<file path="src/sv/csc_pkg.sv">
`default_nettype none

package csc_pkg;

  localparam int unsigned CORDIC_STAGES = 24;
  localparam int unsigned NSTG = (CORDIC_STAGES > 32) ? 32 : CORDIC_STAGES;
  localparam int unsigned SW = 5;
  localparam int unsigned LW = 44;
  localparam int unsigned GUARD = 8;
  localparam int unsigned RW = LW - GUARD;
  localparam int unsigned IN_W = 96;
  localparam int unsigned OUT_W = 232;

  localparam logic [1:0] OP_CART = 2'd0;
  localparam logic [1:0] OP_SPH  = 2'd1;
  localparam logic [1:0] OP_CYL  = 2'd2;

  localparam logic signed [LW-1:0] INV_GAIN_Q30 = 44'sd652032874;
  localparam logic [31:0] INV_GAIN_Q32 = 32'h9B74_EDA8;
  localparam logic [31:0] HALF_TURN = 32'h8000_0000;
  localparam logic [31:0] THREE_QUARTER_TURN = 32'hC000_0000;
  localparam logic [31:0] EIGHTH_TURN = 32'h2000_0000;

  localparam logic [31:0] ATAN_TURNS [32] = '{
    32'h20000000, 32'h12E4051E, 32'h09FB385B, 32'h051111D4,
    32'h028B0D43, 32'h0145D7E1, 32'h00A2F61E, 32'h00517C55,
    32'h0028BE53, 32'h00145F2F, 32'h000A2F98, 32'h000517CC,
    32'h00028BE6, 32'h000145F3, 32'h0000A2FA, 32'h0000517D,
    32'h000028BE, 32'h0000145F, 32'h00000A30, 32'h00000518,
    32'h0000028C, 32'h00000146, 32'h000000A3, 32'h00000051,
    32'h00000029, 32'h00000014, 32'h0000000A, 32'h00000005,
    32'h00000003, 32'h00000001, 32'h00000001, 32'h00000000
  };

  typedef struct packed {
    logic                 vec;
    logic                 hold;
    logic [1:0]           q;
    logic signed [LW-1:0] x;
    logic signed [LW-1:0] y;
    logic [31:0]          z;
  } lane_t;

  typedef struct packed {
    logic [1:0]         op;
    logic signed [31:0] a;
    logic signed [31:0] b;
    logic signed [31:0] c;
  } point_t;

  typedef struct packed {
    logic signed [31:0] co;
    logic signed [31:0] si;
  } cs_t;

  typedef struct packed {
    logic [1:0]           op;
    logic signed [RW-1:0] px;
    logic signed [RW-1:0] py;
    logic signed [RW-1:0] pz;
    logic signed [RW-1:0] rs;
    logic signed [RW-1:0] rc;
    logic [30:0]          polar;
    logic [31:0]          azim;
  } res_t;

  function automatic logic signed [LW-1:0] guard(logic signed [31:0] v);
    return {{(LW-40){v[31]}}, v, 8'h00};
  endfunction

  function automatic lane_t init_rot(logic [31:0] ang);
    lane_t       l;
    logic [31:0] t;
    t      = ang + EIGHTH_TURN;
    l.vec  = 1'b0;
    l.hold = 1'b0;
    l.q    = t[31:30];
    l.x    = INV_GAIN_Q30;
    l.y    = '0;
    l.z    = ang - {t[31:30], 30'd0};
    return l;
  endfunction

  function automatic lane_t init_vec(logic signed [LW-1:0] x, logic signed [LW-1:0] y);
    lane_t l;
    l.vec  = 1'b1;
    l.hold = 1'b0;
    l.q    = 2'd0;
    l.x    = x;
    l.y    = y;
    l.z    = '0;
    if (y == '0) begin
      l.hold = 1'b1;
      if (x[LW-1]) begin
        l.x = -x;
        l.z = HALF_TURN;
      end
    end else if (x[LW-1]) begin
      l.x = -x;
      l.y = -y;
      l.z = HALF_TURN;
    end
    return l;
  endfunction

  function automatic cs_t quad_map(lane_t l);
    cs_t r;
    unique case (l.q)
      2'd0: begin
        r.co = l.x[31:0];
        r.si = l.y[31:0];
      end
      2'd1: begin
        r.co = 32'(-l.y);
        r.si = l.x[31:0];
      end
      2'd2: begin
        r.co = 32'(-l.x);
        r.si = 32'(-l.y);
      end
      default: begin
        r.co = l.y[31:0];
        r.si = 32'(-l.x);
      end
    endcase
    return r;
  endfunction

  function automatic logic signed [RW-1:0] unguard(logic signed [LW-1:0] v);
    logic signed [LW-1:0] t;
    t = v + LW'(128);
    return t[LW-1:GUARD];
  endfunction

  function automatic logic [31:0] sat32(logic signed [RW-1:0] v);
    if (v > $signed(36'sh07FFFFFFF)) begin
      return 32'h7FFF_FFFF;
    end else if (v < $signed(36'shF80000000)) begin
      return 32'h8000_0000;
    end
    return v[31:0];
  endfunction

  function automatic logic [32:0] sat33(logic signed [RW-1:0] v);
    if (v > $signed(36'sh0FFFFFFFF)) begin
      return 33'h0_FFFF_FFFF;
    end else if (v < $signed(36'shF00000000)) begin
      return 33'h1_0000_0000;
    end
    return v[32:0];
  endfunction

endpackage

`default_nettype wire

</file>
<file path="src/sv/csc_gain.sv">
`default_nettype none

module csc_gain import csc_pkg::*; (
  input  logic          clk_i,
  input  logic          en_i,
  input  logic [LW-1:0] x_i,
  output logic [LW-1:0] mag_o
);

  localparam int unsigned HW = LW - 24 + 32;
  localparam int unsigned LOW = 24 + 32;

  logic [HW-1:0]  hi_d, hi_q;
  logic [LOW-1:0] lo_d, lo_q;
  logic [LOW:0]   low_sum;
  logic [LW-1:0]  mag_d, mag_q;

  always_comb begin
    hi_d    = x_i[LW-1:24] * INV_GAIN_Q32;
    lo_d    = x_i[23:0] * INV_GAIN_Q32;
    low_sum = (LOW+1)'({hi_q[7:0], 24'd0}) + (LOW+1)'(lo_q) + (LOW+1)'(33'h0_8000_0000);
    mag_d   = LW'(hi_q[HW-1:8]) + LW'(low_sum[LOW:32]);
  end

  always_ff @(posedge clk_i) begin
    if (en_i) begin
      hi_q  <= hi_d;
      lo_q  <= lo_d;
      mag_q <= mag_d;
    end
  end

  assign mag_o = mag_q;

endmodule

`default_nettype wire

</file>
<file path="config.mk">
export PLATFORM = sky130hd
export DESIGN_NAME = csc_gain
export DESIGN_NICKNAME = d
export VERILOG_FILES = /design/src/sv/csc_pkg.sv /design/src/sv/csc_gain.sv
export SDC_FILE = /design/constraint.sdc
export NUM_CORES = 2
export LEC_CHECK = 0
export BUFFER_PORTS_ARGS = -buffer_cell sky130_fd_sc_hd__buf_4
export CORE_UTILIZATION = 45
export CTS_BUF_LIST = sky130_fd_sc_hd__clkbuf_8
export DETAILED_ROUTE_END_ITERATION = 8
export SYNTH_ARGS = -nofsm -noshare
export SYNTH_HDL_FRONTEND = slang
export SYNTH_SLANG_ARGS = --single-unit
export TNS_END_PERCENT = 30
</file>
<file path="constraint.sdc">
create_clock -name clk_i -period 20.2 [get_ports clk_i]
set_clock_uncertainty 0.1 [all_clocks]
set_input_delay 2.02 -clock clk_i [delete_from_list [all_inputs] [get_ports clk_i]]
set_output_delay 2.02 -clock clk_i [all_outputs]
set_load 0.05 [all_outputs]
</file>
==> flow_summary.ini <==
[outcome]
run_status = completed

[floorplan]
die_height_um = 253.9
die_width_um = 253.9
design.portCount = 90
row_count = 91
core_area_um2 = 62170
die_area_um2 = 64440
initial_utilization = 0.4591

[clocking]
tritoncts_num_sinks = 122
clk_transition_reported_paths_ns = 0.09
postCtsResizedCells = 0
cts-buffers-inserted = 17
clock_latency_ns = 0.46
holdBufCountCts = 0
cts-root-buf = clkbuf_8
maximum_count_of_clock_buffers_along_a_single_path = 2
deepest_level_of_the_cts_h_tree = 4
clock_tree_from_tritoncts = built
postCtsSetupBuffers = 0

[placement]
portBuffers = 89
dp.final_hpwl_mm = 75.72
finalWeightedCongestion = 1.008

[yosys]
synth_cells = 2748
synth.area.mux_share = 0
postSynthAreaPerCell_um2 = 10.39
yosys.area.top_type_share = 0.3682
synth_top_family_by_area = adder cells
synth_top_cell_by_area = fa_1
synth-xor-area-share = 0.04326
synth-warning-count = 0
synth_area_leaders = fa_1 (37%), ha_1 (21%), edfxtp_1 (13%)
synth-main-ff-cell = edfxtp_1
synth_seq_cells = 122
post_synth_instance_area_um2 = 28540
yosys.area_share.simple = 0.05861
synth-edff-count = 122
synth-async-reset-ratio = 0
synth.distinct_cells = 72
adder_cell_fraction_of_synth_area = 0.5817
total_nets_after_synthesis = 3806
synth_compound_area_frac = 0.08478
synth_sequential_area_ratio = 0.1283

[global_route]
grt_overflow = 0
grt_total_usage = 0.2681
grt_max_degree = 63
grt_first_pass_wirelength_mm = 126.0
antenna_found_initial = 0
vias_in_the_first_global_route = 20643

[cells_and_area]
fraction_of_layout_cells_with_a_size_suffix_above_1 = 0.05546
antenna_cells = 0
syn_to_final_growth_pct = 7.285
layout.nets = 3894

[setup_path]
crit_path_capture_type = flip-flop
critical_path_required_ns = 20.35
worstSetupPathType = input pin to flip-flop
largest_fanout_on_the_critical_path = 7
critical_path_arrival_ns = 8.94
worst_setup_path_start_kind = input pin

[timing]
timing.fmax_ghz = 0.1138
timing.final.crit_period_ns = 8.785
timing_worst_slew_pin_value_ns = 0.7961
grt_setup_unrepaired = no
slew_violations = 0
timing.slew.headroom = 0.4693
final_min_period_over_clock_period = 0.4349
hold_viol = 0
fin_setup_tns_ns = 0
finalSetupViolCount = 0

[drt]
drt-wirelength-per-cell_um = 22.56
final_antenna_net_count = 0
vias_per_cell = 5.232
vias = 19285
detailedRoute.firstPassIterationCount = 5
postRouteWirelength_mm = 83.14
drtIter0Drc = 1269
post-route-drc-count = 0

[flow_run]
drv_cap = 0

[min_path]
hold_path.class = flip-flop to flip-flop
[final timing paths]
check / from / to / slack [ns] / depth (start not counted)
worst max-delay path: x_i[15] / lo_q[55]$_DFFE_PP_ / 11.42 / 21
worst min register to register: hi_q[8]$_DFFE_PP_ / mag_o[0]$_DFFE_PP_ / 0.45 / 1
worst min-delay path: hi_q[8]$_DFFE_PP_ / mag_o[0]$_DFFE_PP_ / 0.45 / 1
worst max register to register: hi_q[5]$_DFFE_PP_ / mag_o[40]$_DFFE_PP_ / 14.81 / 20
[cells in the mapped netlist (19+ instances only)]
| cell type | number |
|---|---|
| nand4_1 | 23 |
| nand2_1 | 83 |
| o21ai_0 | 57 |
| nor2_1 | 63 |
| nor3_1 | 24 |
| xor2_1 | 61 |
| ha_1 | 487 |
| nand2b_1 | 19 |
| nand3_1 | 37 |
| inv_1 | 762 |
| edfxtp_1 | 122 |
| xnor2_1 | 80 |
| fa_1 | 525 |
| a21o_1 | 54 |
| a21oi_1 | 112 |
| o21bai_1 | 20 |
[state kept, by name, indices dropped and copies added, names as in the netlist]
name,count
hi_q,49
lo_q,29
mag_o,44
[metrics by stage]
stage	setup slack (ns)	instances	instance area, um2	hold slack (ns)	util
floorplan	12.06	2748	28540	0.4257	-
global placement	10.98	3654	30180	0.4388	0.4854
detailed placement	10.94	3654	30180	0.4471	0.4854
CTS	11.47	3686	30620	0.4629	0.4926
global route	11.20	3686	30620	0.4725	0.4926
finish	11.42	3686	30620	0.4515	0.4926
[per-layer routing]
metal,routed length [um],track usage,part of all wire
met5,0,0,0
met4,1821,0.06196,0.022
met3,4328,0.03626,0.052
met2,37600,0.4259,0.45
met1,39390,0.3873,0.47
[cell type report]
type | instances | area, um2
multi-input cells | 1843 | 21930
fillers | 5801 | 31540
clock inverters | 15 | 211.5
well taps | 837 | 1047
clock buffers | 17 | 234.0
repair buffers | 90 | 675.6
inverters | 762 | 2860
flip-flops and latches | 122 | 3664
[kinds of logic after synthesis]
group,Yosys count
fa+ha+maj,1012
buf+inv,783
compound gates,361
simple gates,329
xor+xnor,141
flops,122
[worst max-delay path, stage by stage]
cell and delay (ns):
buf_4 0.18, ha_1 0.52, inv_1 0.15, fa_1 0.57, fa_1 0.52, inv_1 0.09
fa_1 0.58, fa_1 0.53, fa_1 0.54, inv_1 0.06, fa_1 0.56, inv_1 0.06
ha_1 0.37, a21oi_1 0.16, a32oi_2 0.33, nand3_1 0.21, nor4_1 0.48, a2111oi_4 0.17
nor3b_2 0.37, a311oi_2 0.15, xnor2_1 0.30
[placed cells by master (no fill, tap or decap), types with 4 or more instances in the layout]
cell       Yosys  layout
nand3_1       37      37
o21ai_1        5       5
o211ai_1       7       7
nor3b_1        4       4
fa_1         525     525
o21bai_1      20      20
nor2_1        63      63
a211o_1        5       5
inv_1        762     762
and4_1         5       5
and3_1        18      18
clkbuf_8       0      17
inv_6          0       5
nand4_1       23      23
xor2_1        61      61
buf_4          0      90
or3_1          6       6
o31ai_1        4       4
nor4_1         8       8
a21oi_1      112     112
o21ai_0       57      57
ha_1         487     487
a21o_1        54      54
a211oi_1      16      16
nand2b_1      19      19
a31oi_1       14      14
nor3_1        24      24
edfxtp_1     122     122
nor2b_1       10      10
xnor2_1       80      80
and2_1         6       6
nand2_1       83      83
a2111oi_0      4       4
or2_2          9       9
bufinv_16      0       4
o21a_1        16      16
Power is left out: the tool's default activity adds up to more than one toggle a clock period on the data nets, which glitch-free logic cannot reach.
